===== src/hw/rtl/tvpc_pkg.sv =====
// ============================================================================
// tvpc_pkg: shared types and constants of the thermostat valve controller
// Level codes, field widths, settings limits and the small decision tables.
// ============================================================================
package tvpc_pkg;

    localparam int unsigned IN_DATA_W  = 96;
    localparam int unsigned OUT_DATA_W = 56;

    typedef logic [2:0] t_level;
    typedef logic [4:0] t_secs;

    localparam t_level LVL_OFF   = 3'd0;
    localparam t_level LVL_ONE   = 3'd1;
    localparam t_level LVL_TWO   = 3'd2;
    localparam t_level LVL_THREE = 3'd3;
    localparam t_level LVL_FULL  = 3'd4;
    localparam t_level LVL_BOOT  = 3'd6;

    localparam logic [1:0] WORK_COOL = 2'd0;
    localparam logic [1:0] WORK_HEAT = 2'd1;
    localparam logic [1:0] WORK_VENT = 2'd2;

    localparam logic signed [15:0] SET_MIN  = 16'sd100;
    localparam logic signed [15:0] SET_MAX  = 16'sd350;
    localparam logic signed [15:0] COMP_MIN = -16'sd100;
    localparam logic signed [15:0] COMP_MAX = 16'sd100;

    localparam logic signed [13:0] DIFF_HIGH = 14'sd30;
    localparam logic signed [13:0] DIFF_MID  = 14'sd10;
    localparam logic signed [13:0] DIFF_LOW  = -14'sd10;

    // Drive pulse length that follows a change to the given level.
    function automatic t_secs pulse_for(input t_level lv);
        t_secs secs;
        case (lv)
            LVL_ONE:   secs = 5'd6;
            LVL_TWO:   secs = 5'd11;
            LVL_THREE: secs = 5'd16;
            default:   secs = 5'd20;
        endcase
        return secs;
    endfunction

    // Automatic level with hysteresis; diff is the signed demand for the mode.
    function automatic t_level auto_level(input t_level cur, input logic [1:0] mode,
                                          input logic signed [13:0] diff);
        t_level nl;
        if (mode != WORK_COOL && mode != WORK_HEAT) begin
            nl = LVL_FULL;
        end else if (cur == LVL_ONE) begin
            nl = (diff <= DIFF_MID) ? LVL_TWO : LVL_ONE;
        end else if (cur == LVL_TWO) begin
            if (diff > DIFF_HIGH)
                nl = LVL_ONE;
            else if (diff <= DIFF_LOW)
                nl = LVL_FULL;
            else
                nl = LVL_TWO;
        end else if (diff > DIFF_HIGH) begin
            nl = LVL_ONE;
        end else if (diff > DIFF_MID) begin
            nl = LVL_TWO;
        end else begin
            nl = LVL_FULL;
        end
        return nl;
    endfunction

endpackage


===== src/hw/rtl/thermostat_valve_pulse_controller_unit.sv =====
// ============================================================================
// thermostat_valve_pulse_controller_unit: one-second tick valve controller
// Clamps the settings words, forms the display temperature and runs the
// power-on boot hold and the level-change drive pulses of the valve.
// ============================================================================
//
//  Channel   | Direction | Handshake                  | Payload
//  ----------+-----------+----------------------------+---------------------------
//  s_axis    | in        | i_s_axis_tvalid/o_..tready | one tick: settings, sensor
//  m_axis    | out       | o_m_axis_tvalid/i_..tready | one result per tick
//
//  An accepted item lands in the input register and moves on to the result
//  register whenever the output is not stalled, so one item is taken in every
//  cycle while the output does not stall. The level, pulse and drive state load
//  together with the result register, so the next item already sees them. A
//  stalled output holds its result while the input register takes one more item.
//  Reset (synchronous, active low) empties both registers and turns the valve off.
//
module thermostat_valve_pulse_controller_unit #(
    parameter int unsigned BOOT_HOLD_SECONDS = 20
) (
    input  logic                                i_clk,
    input  logic                                i_rst_n,
    input  logic                                i_s_axis_tvalid,
    output logic                                o_s_axis_tready,
    // tdata from bit 0: power_request[15:0], fan_select[31:16],
    // work_mode_sel[47:32], setpoint[63:48], temp_comp[79:64],
    // sensor_temp[91:80], zero fill[95:92]
    input  logic [tvpc_pkg::IN_DATA_W-1:0]      i_s_axis_tdata,
    output logic                                o_m_axis_tvalid,
    input  logic                                i_m_axis_tready,
    // tdata from bit 0: valve_drive[0], level_shown[3:1], seconds_left[8:4],
    // display_temp[21:9], power_now[22], fan_select_now[25:23],
    // work_mode_now[27:26], setpoint_now[36:28], temp_comp_now[44:37],
    // settings_fixed[49:45], zero fill[55:50]
    output logic [tvpc_pkg::OUT_DATA_W-1:0]     o_m_axis_tdata
);
    import tvpc_pkg::*;

    // Pipeline registers.
    logic                  r_in_valid;
    logic [IN_DATA_W-1:0]  r_in_data;
    logic                  r_out_valid;
    logic [OUT_DATA_W-1:0] r_out_data;

    // Controller state.
    t_level r_level, n_level;
    t_secs  r_pulse, n_pulse;
    logic   r_drive, n_drive;

    logic advance;
    logic in_accept;

    // Fields of the registered tick.
    logic [15:0]        f_pwr, f_fan, f_mode;
    logic signed [15:0] f_set, f_comp;
    logic signed [11:0] f_sensor;

    // Corrected settings.
    logic               pwr_c;
    logic [2:0]         fan_c;
    logic [1:0]         mode_c;
    logic signed [15:0] set_c, comp_c;
    logic [4:0]         fixed;
    logic signed [12:0] disp;
    logic signed [13:0] diff;
    t_level             new_level;
    logic [2:0]         level_shown;
    logic [OUT_DATA_W-1:0] result;

    // The result register advances when it is empty or being drained; the
    // input register can take a new item when it is empty or its contents move on.
    assign advance         = !r_out_valid || i_m_axis_tready;
    assign o_s_axis_tready = !r_in_valid || advance;
    assign in_accept       = i_s_axis_tvalid && o_s_axis_tready;

    assign f_pwr    = r_in_data[15:0];
    assign f_fan    = r_in_data[31:16];
    assign f_mode   = r_in_data[47:32];
    assign f_set    = r_in_data[63:48];
    assign f_comp   = r_in_data[79:64];
    assign f_sensor = r_in_data[91:80];

    // Settings clamp and correction flags, then the display temperature.
    always_comb begin
        fixed  = '0;
        pwr_c  = (f_pwr == 16'd1);
        fixed[0] = (f_pwr > 16'd1);
        if (f_fan > 16'd5) begin
            fan_c    = 3'd0;
            fixed[1] = 1'b1;
        end else begin
            fan_c = f_fan[2:0];
        end
        if (f_mode > 16'd2) begin
            mode_c   = WORK_COOL;
            fixed[2] = 1'b1;
        end else begin
            mode_c = f_mode[1:0];
        end
        if (f_set < SET_MIN) begin
            set_c    = SET_MIN;
            fixed[3] = 1'b1;
        end else if (f_set > SET_MAX) begin
            set_c    = SET_MAX;
            fixed[3] = 1'b1;
        end else begin
            set_c = f_set;
        end
        if (f_comp < COMP_MIN) begin
            comp_c   = COMP_MIN;
            fixed[4] = 1'b1;
        end else if (f_comp > COMP_MAX) begin
            comp_c   = COMP_MAX;
            fixed[4] = 1'b1;
        end else begin
            comp_c = f_comp;
        end
        disp = 13'(f_sensor) + 13'(comp_c);
        // Demand: how far the room is from the set point in the active mode.
        if (mode_c == WORK_HEAT)
            diff = 14'(disp) - 14'(set_c);
        else
            diff = 14'(set_c) - 14'(disp);
    end

    // Level, pulse and valve update for the registered tick.
    always_comb begin
        n_level   = r_level;
        n_pulse   = r_pulse;
        n_drive   = r_drive;
        new_level = (fan_c != 3'd0) ? fan_c : auto_level(r_level, mode_c, diff);
        if (!pwr_c) begin
            n_level = LVL_OFF;
            n_pulse = '0;
            n_drive = 1'b0;
        end else if (r_level == LVL_OFF) begin
            // Power-on edge: full-drive boot hold, fan written back as auto.
            n_level = LVL_BOOT;
            n_pulse = 5'(BOOT_HOLD_SECONDS);
            n_drive = 1'b1;
        end else if (r_level == LVL_BOOT) begin
            if (r_pulse != '0) begin
                n_pulse = r_pulse - 5'd1;
                if (r_pulse == 5'd1) begin
                    n_drive = 1'b0;
                    n_level = LVL_FULL;
                end
            end
        end else if (new_level != r_level) begin
            n_level = new_level;
            n_pulse = pulse_for(new_level);
            n_drive = 1'b1;
        end else if (r_pulse != '0) begin
            n_pulse = r_pulse - 5'd1;
            if (r_pulse == 5'd1)
                n_drive = 1'b0;
        end
    end

    // Result packing; the power-on edge forces the reported fan to auto.
    always_comb begin
        logic       boot_edge;
        logic [2:0] fan_out;
        logic [4:0] fixed_out;
        boot_edge = pwr_c && (r_level == LVL_OFF);
        fan_out   = boot_edge ? 3'd0 : fan_c;
        fixed_out = fixed | (boot_edge ? 5'b00010 : 5'b00000);
        if (n_level == LVL_OFF)
            level_shown = 3'd0;
        else if (n_level == LVL_BOOT)
            level_shown = LVL_FULL;
        else
            level_shown = n_level;
        result = {6'd0, fixed_out, comp_c[7:0], set_c[8:0], mode_c, fan_out,
                  pwr_c, disp, n_pulse, level_shown, n_drive};
    end

    always_ff @(posedge i_clk) begin
        if (!i_rst_n) begin
            r_in_valid  <= 1'b0;
            r_out_valid <= 1'b0;
            r_level     <= LVL_OFF;
            r_pulse     <= '0;
            r_drive     <= 1'b0;
        end else begin
            if (in_accept)
                r_in_valid <= 1'b1;
            else if (advance)
                r_in_valid <= 1'b0;
            if (advance)
                r_out_valid <= r_in_valid;
            if (advance && r_in_valid) begin
                r_level <= n_level;
                r_pulse <= n_pulse;
                r_drive <= n_drive;
            end
        end
    end

    always_ff @(posedge i_clk) begin
        if (in_accept)
            r_in_data <= i_s_axis_tdata;
        if (advance && r_in_valid)
            r_out_data <= result;
    end

    assign o_m_axis_tvalid = r_out_valid;
    assign o_m_axis_tdata  = r_out_data;

endmodule


===== config.mk =====
export PLATFORM = sky130hd
export DESIGN_NAME = thermostat_valve_pulse_controller_unit
export DESIGN_NICKNAME = d
export VERILOG_FILES = /design/src/hw/rtl/tvpc_pkg.sv /design/src/hw/rtl/thermostat_valve_pulse_controller_unit.sv
export SDC_FILE = /design/constraint.sdc
export NUM_CORES = 1
export LEC_CHECK = 0
export BUFFER_PORTS_ARGS = -buffer_cell sky130_fd_sc_hd__buf_2
export CORE_ASPECT_RATIO = 1.25
export CORE_MARGIN = 4
export CORE_UTILIZATION = 34
export DETAILED_ROUTE_END_ITERATION = 8
export SLEW_MARGIN = 30
export SYNTH_ARGS = -nofsm -noshare
export SYNTH_HDL_FRONTEND = slang
export SYNTH_SLANG_ARGS = --single-unit

===== constraint.sdc =====
create_clock -name i_clk -period 7.35 [get_ports i_clk]
set_input_delay 1.1025 -clock i_clk [delete_from_list [all_inputs] [get_ports i_clk]]
set_output_delay 1.1025 -clock i_clk [all_outputs]
set_load 0.1 [all_outputs]

; ---- Yosys cells after proc, flatten, opt, wreduce, memory -nomap -nowiden
; Index checks and enable logic that the tools add are counted.
[word_totals]
ff_bits = 153
wordCells = 97
[classes]
order_cmp = 11
addsub = 4
mux = 44
bitwise_logic = 1
n_reduce_logical = 15
eq_ne = 12
[ops]
columns = cell, count
row1 = 2-to-1 mux 3 bit, 16
row2 = 2-to-1 mux 14 bit, 3
row3 = < comparator 16 x 8 -> 1 bit (second input constant), 2
row4 = less-or-equal comparator 14 x 5 -> 1 bit (second input constant), 2
row5 = 2-to-1 mux 13 bit, 2
row6 = 2-to-1 mux 5 bit, 5
row7 = == test 16 x 1 -> 1 bit (second input constant), 1
row8 = > comparator 16 x 1 -> 1 bit (second input constant), 1
row9 = > comparator 16 x 10 -> 1 bit (second input constant), 1
row10 = > comparator 16 x 2 -> 1 bit (second input constant), 1
row11 = > comparator 16 x 3 -> 1 bit (second input constant), 1
row12 = > comparator 16 x 8 -> 1 bit (second input constant), 1
row13 = case mux 5 bit (3 select lines), 1
row14 = > comparator 14 x 5 -> 1 bit (second input constant), 1
row15 = > comparator 14 x 6 -> 1 bit (second input constant), 1
row16 = 2-to-1 mux 1 bit, 14
row17 = subtractor 13 x 14 -> 14 bit, 1
row18 = subtractor 14 x 13 -> 14 bit, 1
row19 = adder 12 x 13 -> 13 bit, 1
row20 = == test 3 x 2 -> 1 bit (second input constant), 3
row21 = == test 3 x 1 -> 1 bit (second input constant), 2
row22 = == test 3 bit (second input constant), 2
row23 = logical NOT 3 bit, 2
row24 = 2-to-1 mux 2 bit, 3
row25 = other kinds (13), 19

; ---- Logic depth before layout (Yosys ltp)
[logic_depth]
ltp_word = 20
ltp_mapped = 30
ltp_nobuf = 27

; ---- Worst setup path before layout
; OpenSTA, ideal clock, no wires.
[synth_timing]
path_type = register -> register
startpoint = register r_in_data[64]
endpoint = register r_out_data[6], in the netlist o_m_axis_tdata[6], data pin
setup_slack_ns = 1.281
period_less_slack_ns = 6.069
required_time_ns = 7.094
stages_incl_launch_ff = 27
arrival_ns = 5.813
cell_sequence = edfxtp_1 -> o21a_1 -> o311ai_0 -> a31o_2 -> nand2_1 -> or2_2 -> ha_1 -> a21oi_1 -> a2bb2oi_1 -> a21boi_0 -> nor2_1 -> xor2_1 -> ha_1 -> nand2_1 -> a211oi_1 -> o41ai_2 -> a21oi_1 -> o211a_1 -> o41ai_4 -> xnor2_1 -> or3_4 -> a311oi_4 -> mux2i_1 -> a311oi_2 -> a31o_2 -> buf_6 -> o211a_1
[synth_between]
elab_chain_cells = 19
elab_cells_between_ends = 30
cone_classes = add/sub: 3 / order compare: 6 / eq/ne: 4 / mux: 17
[synth_lines]
columns = item, line_no
row1 = start: declaration, thermostat_valve_pulse_controller_unit.sv:42  ; logic [IN_DATA_W-1:0] r_in_data;
row2 = start signal: assignment, thermostat_valve_pulse_controller_unit.sv:203  ; r_in_data <= i_s_axis_tdata;
row3 = > comparator 16 x 8 -> 1 bit, thermostat_valve_pulse_controller_unit.sv:113  ; end else if (f_comp > COMP_MAX) begin
row4 = 2-to-1 mux 13 bit, thermostat_valve_pulse_controller_unit.sv:113
row5 = 2-to-1 mux 13 bit (*), thermostat_valve_pulse_controller_unit.sv:110  ; if (f_comp < COMP_MIN) begin
row6 = via comp_c[2], thermostat_valve_pulse_controller_unit.sv:63  ; logic signed [15:0] set_c, comp_c;
row7 = adder 12 x 13 -> 13 bit (*), thermostat_valve_pulse_controller_unit.sv:119  ; disp = 13'(f_sensor) + 13'(comp_c);
row8 = subtractor 14 x 13 -> 14 bit or subtractor 13 x 14 -> 14 bit (tied branches), "thermostat_valve_pulse_controller_unit.sv:124, thermostat_valve_pulse_controller_unit.sv:122"
row9 = 2-to-1 mux 14 bit (*), thermostat_valve_pulse_controller_unit.sv:121  ; if (mode_c == WORK_HEAT)
row10 = > comparator 14 x 5 -> 1 bit or less-or-equal comparator 14 x 5 -> 1 bit (tied branches), "tvpc_pkg.sv:62, tvpc_pkg.sv:56"
row11 = [5 not listed], n/a
row12 = 2-to-1 mux 3 bit (*), thermostat_valve_pulse_controller_unit.sv:132  ; new_level = (fan_c != 3'd0) ? fan_c : auto_level(r_level, mode_c, diff);
row13 = == test 3 x 2 -> 1 bit or == test 3 x 1 -> 1 bit (tied branches), tvpc_pkg.sv:36  ; case (lv)
row14 = case mux 5 bit (3 select lines), tvpc_pkg.sv:36
row15 = 2-to-1 mux 5 bit (*), thermostat_valve_pulse_controller_unit.sv:150  ; end else if (new_level != r_level) begin
row16 = 2-to-1 mux 5 bit (*), thermostat_valve_pulse_controller_unit.sv:142  ; end else if (r_level == LVL_BOOT) begin
row17 = 2-to-1 mux 5 bit (*), thermostat_valve_pulse_controller_unit.sv:137  ; end else if (r_level == LVL_OFF) begin
row18 = 2-to-1 mux 5 bit (*), thermostat_valve_pulse_controller_unit.sv:133  ; if (!pwr_c) begin
row19 = via n_pulse[2], thermostat_valve_pulse_controller_unit.sv:48  ; t_secs r_pulse, n_pulse;
row20 = end signal: assignment, thermostat_valve_pulse_controller_unit.sv:205  ; r_out_data <= result;
row21 = end: declaration, thermostat_valve_pulse_controller_unit.sv:44  ; logic [OUT_DATA_W-1:0] r_out_data;
; The timed path passes the listed nets; every way through them passes the cells marked *.
; A chain may end at the register's enable or synchronous reset.

; ---- Final worst setup path
[layout_timing]
startpoint = register r_in_data[64]
endpoint = register r_out_data[5], in the netlist o_m_axis_tdata[5], data pin
; Same word-level chain as after synthesis.

==> results.md <==
* Setup Viol. Count Final at 0
* Main synth FF type: edfxtp_1
* Post-synth EDFFs at 142
* N_diodes at 0
* CTS buffer count at 17
* Peak Freq at ~150 MHz
* Multi-input combinational cell area at ~3100 sq um
* Sequential power share at 0.414
* Setup crit end kind: flop
* Post-synth ARST share at 0
* Initial Utilization at 0.3443
* Top-area cell type share of the netlist area at 0.5412
* CTS tree: built
* Ports at about 160
* Via/cell ratio at between 4 and 5
* Worst ir drop on vdd at between 0.15 and 0.2 mV
* Switch Pwr at between 0.8 and 0.9 mW
* Startpoint types: flop
* Slowest stage delay, CP at between 0.4 and 0.5 ns
* Cts hold-fix bufs at 0
* Multiplexer area fraction after synthesis at 0.009211
* Synth Area in Simple Gates at 0.1315
* Critical Path RT at 7.54 ns
* Synth area leader: edfxtp_1
* Clk Latency, worst-skew pair at roughly 0.44 ns
* Longest Clk Path Bufs at 2
* Max Slew Vio Count at 0
* Vias in the first global route at 5,352
* Hold path cells at 2
* Period utilization at 0.9274
* Hold crit path type: reg2reg
* Max cap viols at 0
* Worst slew pin tran at around 0.89 ns
* Crit Path Max Fanout at 12
* Total chip power at between 2 and 2.5 mW
* Xor/xnor share of the synthesized area at 0.01779
* Clk pin slew, worst setup/hold paths at roughly 0.08 ns
* Main combinational cell family by area after synthesis: compound AO/OA/AOI/OAI gates
* Wire per inst at ~16 um
* First-pass GRT wire length at about 27,000 um
* Crit path DAT at 7.00 ns
* Clk_skew at 0.02009 ns
* GR Overflow Total at 0
* Layout Nets at 957
* Synth Register Bits at around 150
* I/O Buffers at between 100 and 150
* FP Rows at between 60 and 70
* Top cells by area, synth: edfxtp_1 (54%), ha_1 (6.4%), dfxtp_1 (2.8%)
* Relative slew margins at 0.3900
* Clock Power Share at 0.344
* Unique masters post-synth at slightly below 80
* Die height at 178.2 um
* Sequential standard cell area at ~4500 sq um
* DRT Pass-1 Iters at 4
* Core Region at 22,880 sq um
* Synth Area per Inst at 11.96 sq um
* P_int at between 1.5 and 2 mW
* Final Critical Period at approximately 7 ns
* RSZ-0062 raised after global routing: false
* GP Congestion at just over 0.8
* WL met2 at approximately 9300 um
* Via count at approximately 5.5k
* # DRC at 0
* M1 WL at just over 7000 um
* Largest net degree at the start of global routing at 65
* Outcome: finished clean
* Area delta synth->final at 20.44%
* Post-DP HPWL at roughly 13,000 um
* Post-synthesis adder-cell area fraction at 0.07114
* DR WL met3 at ~470 um
* Post-route design area at approximately 9500 sq um
* Root Buffer Master: clkbuf_16
* DR iter-0 viols at about 340
* Reg2reg path depth at 26
* Initial antenna violation count at 0
* Routed WL at ~17,000 um
* Kind of critical path: reg2reg
* Worst Path Buf+Inv at 0
* Synth warn at 0
* Fin Setup TNS at 0 ns
* Post-synthesis sequential area ratio at 0.5692
* Htree depth at 4
* Sink Count at between 150 and 200
* Final core utilization at 0.4147
* Leak at around 3.8 nW
* Post-Syn Instances at 659
* Placement Cell Area at between 8000 and 9000 sq um
* Global-route usage over all layers at 0.1356
* Die area at approximately 26,000 sq um
* Worst hold slack at slightly above 0.5 ns
* Die W at roughly 140 um
* Cell depth of the worst setup path at 26
* Combinational Power Share at 0.242
* Netlist Area Pre-Place at slightly below 8000 sq um
* Largest delay share family, worst path: compound AO/OA/AOI/OAI gates
* Highest routed metal layer: met4
* Slowest cell on crit path: edfxtp_1
* ANT nets after route at 0
* Share of cells above drive strength 1 at 0.2612
* Post-synthesis compound-gate area fraction at 0.1604
* FILL cells at 2,193
* Final Hold Viols at 0
* Switch share at 0.3286
* Cell Pwr Density at approximately 260 nW/um^2
layer usage:
layer / track usage / vias up
met5: 0 / -
met4: 0.04082 / 0
met3: 0.03191 / 18
met2: 0.2469 / 78
met1: 0.1569 / 2614
li1: - / 2805
cell families (layout without fill, tap and decap cells):
family | count (synthesis) | count (layout)
flip-flops | 153 | 153
XOR/XNOR | 16 | 16
multiplexers | 7 | 7
AO/OA/AOI/OAI | 167 | 167
AND/OR/NAND/NOR | 200 | 200
buffers and inverters | 71 | 227
adder cells (fa/ha/maj) | 43 | 43
other | 2 | 14
worst min-delay path, delay by kind of cell (launching register included):
family | cells | cell delay, ns
AO/OA/AOI/OAI | 1 | 0.05
flip-flops | 1 | 0.35
AND/OR/NAND/NOR | 1 | 0.07
layout by cell type, fill, tap and decap left out, types with 11 or more instances in the layout:
cell,instances
nor2_1,31
ha_1,40
edfxtp_1,142
o21a_1,14
nor3_1,21
nand2_1,54
dfxtp_1,11
inv_1,39
clkbuf_16,17
and3_1,11
a21oi_1,27
nor4_1,15
a21o_1,11
o21ai_0,20
conb_1,14
buf_2,147
registers in the layout (all words and copies together) (netlist names):
| name | flops |
|---|---|
| r_in_data | 92 |
| o_m_axis_tdata | 50 |
| o_m_axis_tvalid | 1 |
| r_pulse | 5 |
| r_level | 3 |
| r_in_valid | 1 |
| r_drive | 1 |
metrics by stage:
step | worst slack, ns | std cells
after floorplan | 1.281 | 671
after global placement | 0.5612 | 1081
after detailed placement | 0.4091 | 1081
after CTS | 0.3289 | 1113
after global routing | 0.03844 | 1115
final | 0.5337 | 1115
what timing repair did:
| action | 4_1_cts | 5_1_grt |
|---|---|---|
| resized for setup | 0 | 3 |
| setup buffers | 0 | 2 |
| setup endpoints to repair | 0 | 12 |
| endpoints found under the hold margin | 0 | 0 |
area by class of cell:
type                            count  share of cell area
Inverter                           43             0.01701
Tap cell                          288             0.03797
Clock buffer                       17             0.04483
Sequential cell                   153              0.4726
Timing Repair Buffer              152             0.08149
Multi-Input combinational cell    447              0.3308
Clock inverter                     15             0.01530
cell usage after synthesis, types with 4 or more instances:
| library cell | instances |
|---|---|
| o21a_1 | 14 |
| or2_2 | 6 |
| mux2i_1 | 5 |
| a21boi_0 | 10 |
| and2_1 | 11 |
| and3_1 | 11 |
| o31ai_1 | 7 |
| or3_1 | 7 |
| xnor2_1 | 7 |
| a21o_1 | 11 |
| a211oi_1 | 7 |
| o211ai_1 | 5 |
| nor3_1 | 21 |
| nand2_1 | 54 |
| buf_4 | 6 |
| nor2b_1 | 9 |
| nand4_1 | 7 |
| nor4_1 | 15 |
| inv_1 | 40 |
| edfxtp_1 | 142 |
| nor2_1 | 31 |
| ha_1 | 40 |
| nand3_1 | 9 |
| xor2_1 | 9 |
| dfxtp_1 | 11 |
| clkbuf_1 | 17 |
| a21oi_1 | 27 |
| o2111ai_1 | 4 |
| o21ai_0 | 20 |
| a31oi_1 | 7 |
final timing paths:
check	start	endpoint	slack (ns)
worst max-delay path	r_in_data[64]$_DFFE_PP_	o_m_axis_tdata[5]$_DFFE_PP_	0.53
worst min-delay path	r_pulse[2]$_SDFFE_PN0P_	r_pulse[2]$_SDFFE_PN0P_	0.52
worst max register to register	r_in_data[64]$_DFFE_PP_	o_m_axis_tdata[5]$_DFFE_PP_	0.53
worst min register to register	r_pulse[2]$_SDFFE_PN0P_	r_pulse[2]$_SDFFE_PN0P_	0.52
power groups by stage:
| stage | Clock (mW) | Sequential (mW) | Combinational (mW) |
|---|---|---|---|
| 6_report | 0.853 | 1.02 | 0.599 |
| 2_1_floorplan | 0 | 1.14 | 0.363 |
| 3_3_place_gp | 0 | 1.04 | 0.583 |
| 3_5_place_dp | 0 | 1.04 | 0.586 |
| 5_1_grt | 0.915 | 1.03 | 0.660 |
| 4_1_cts | 0.876 | 1.02 | 0.591 |
Note: power is estimated with default switching activity, not from simulation.
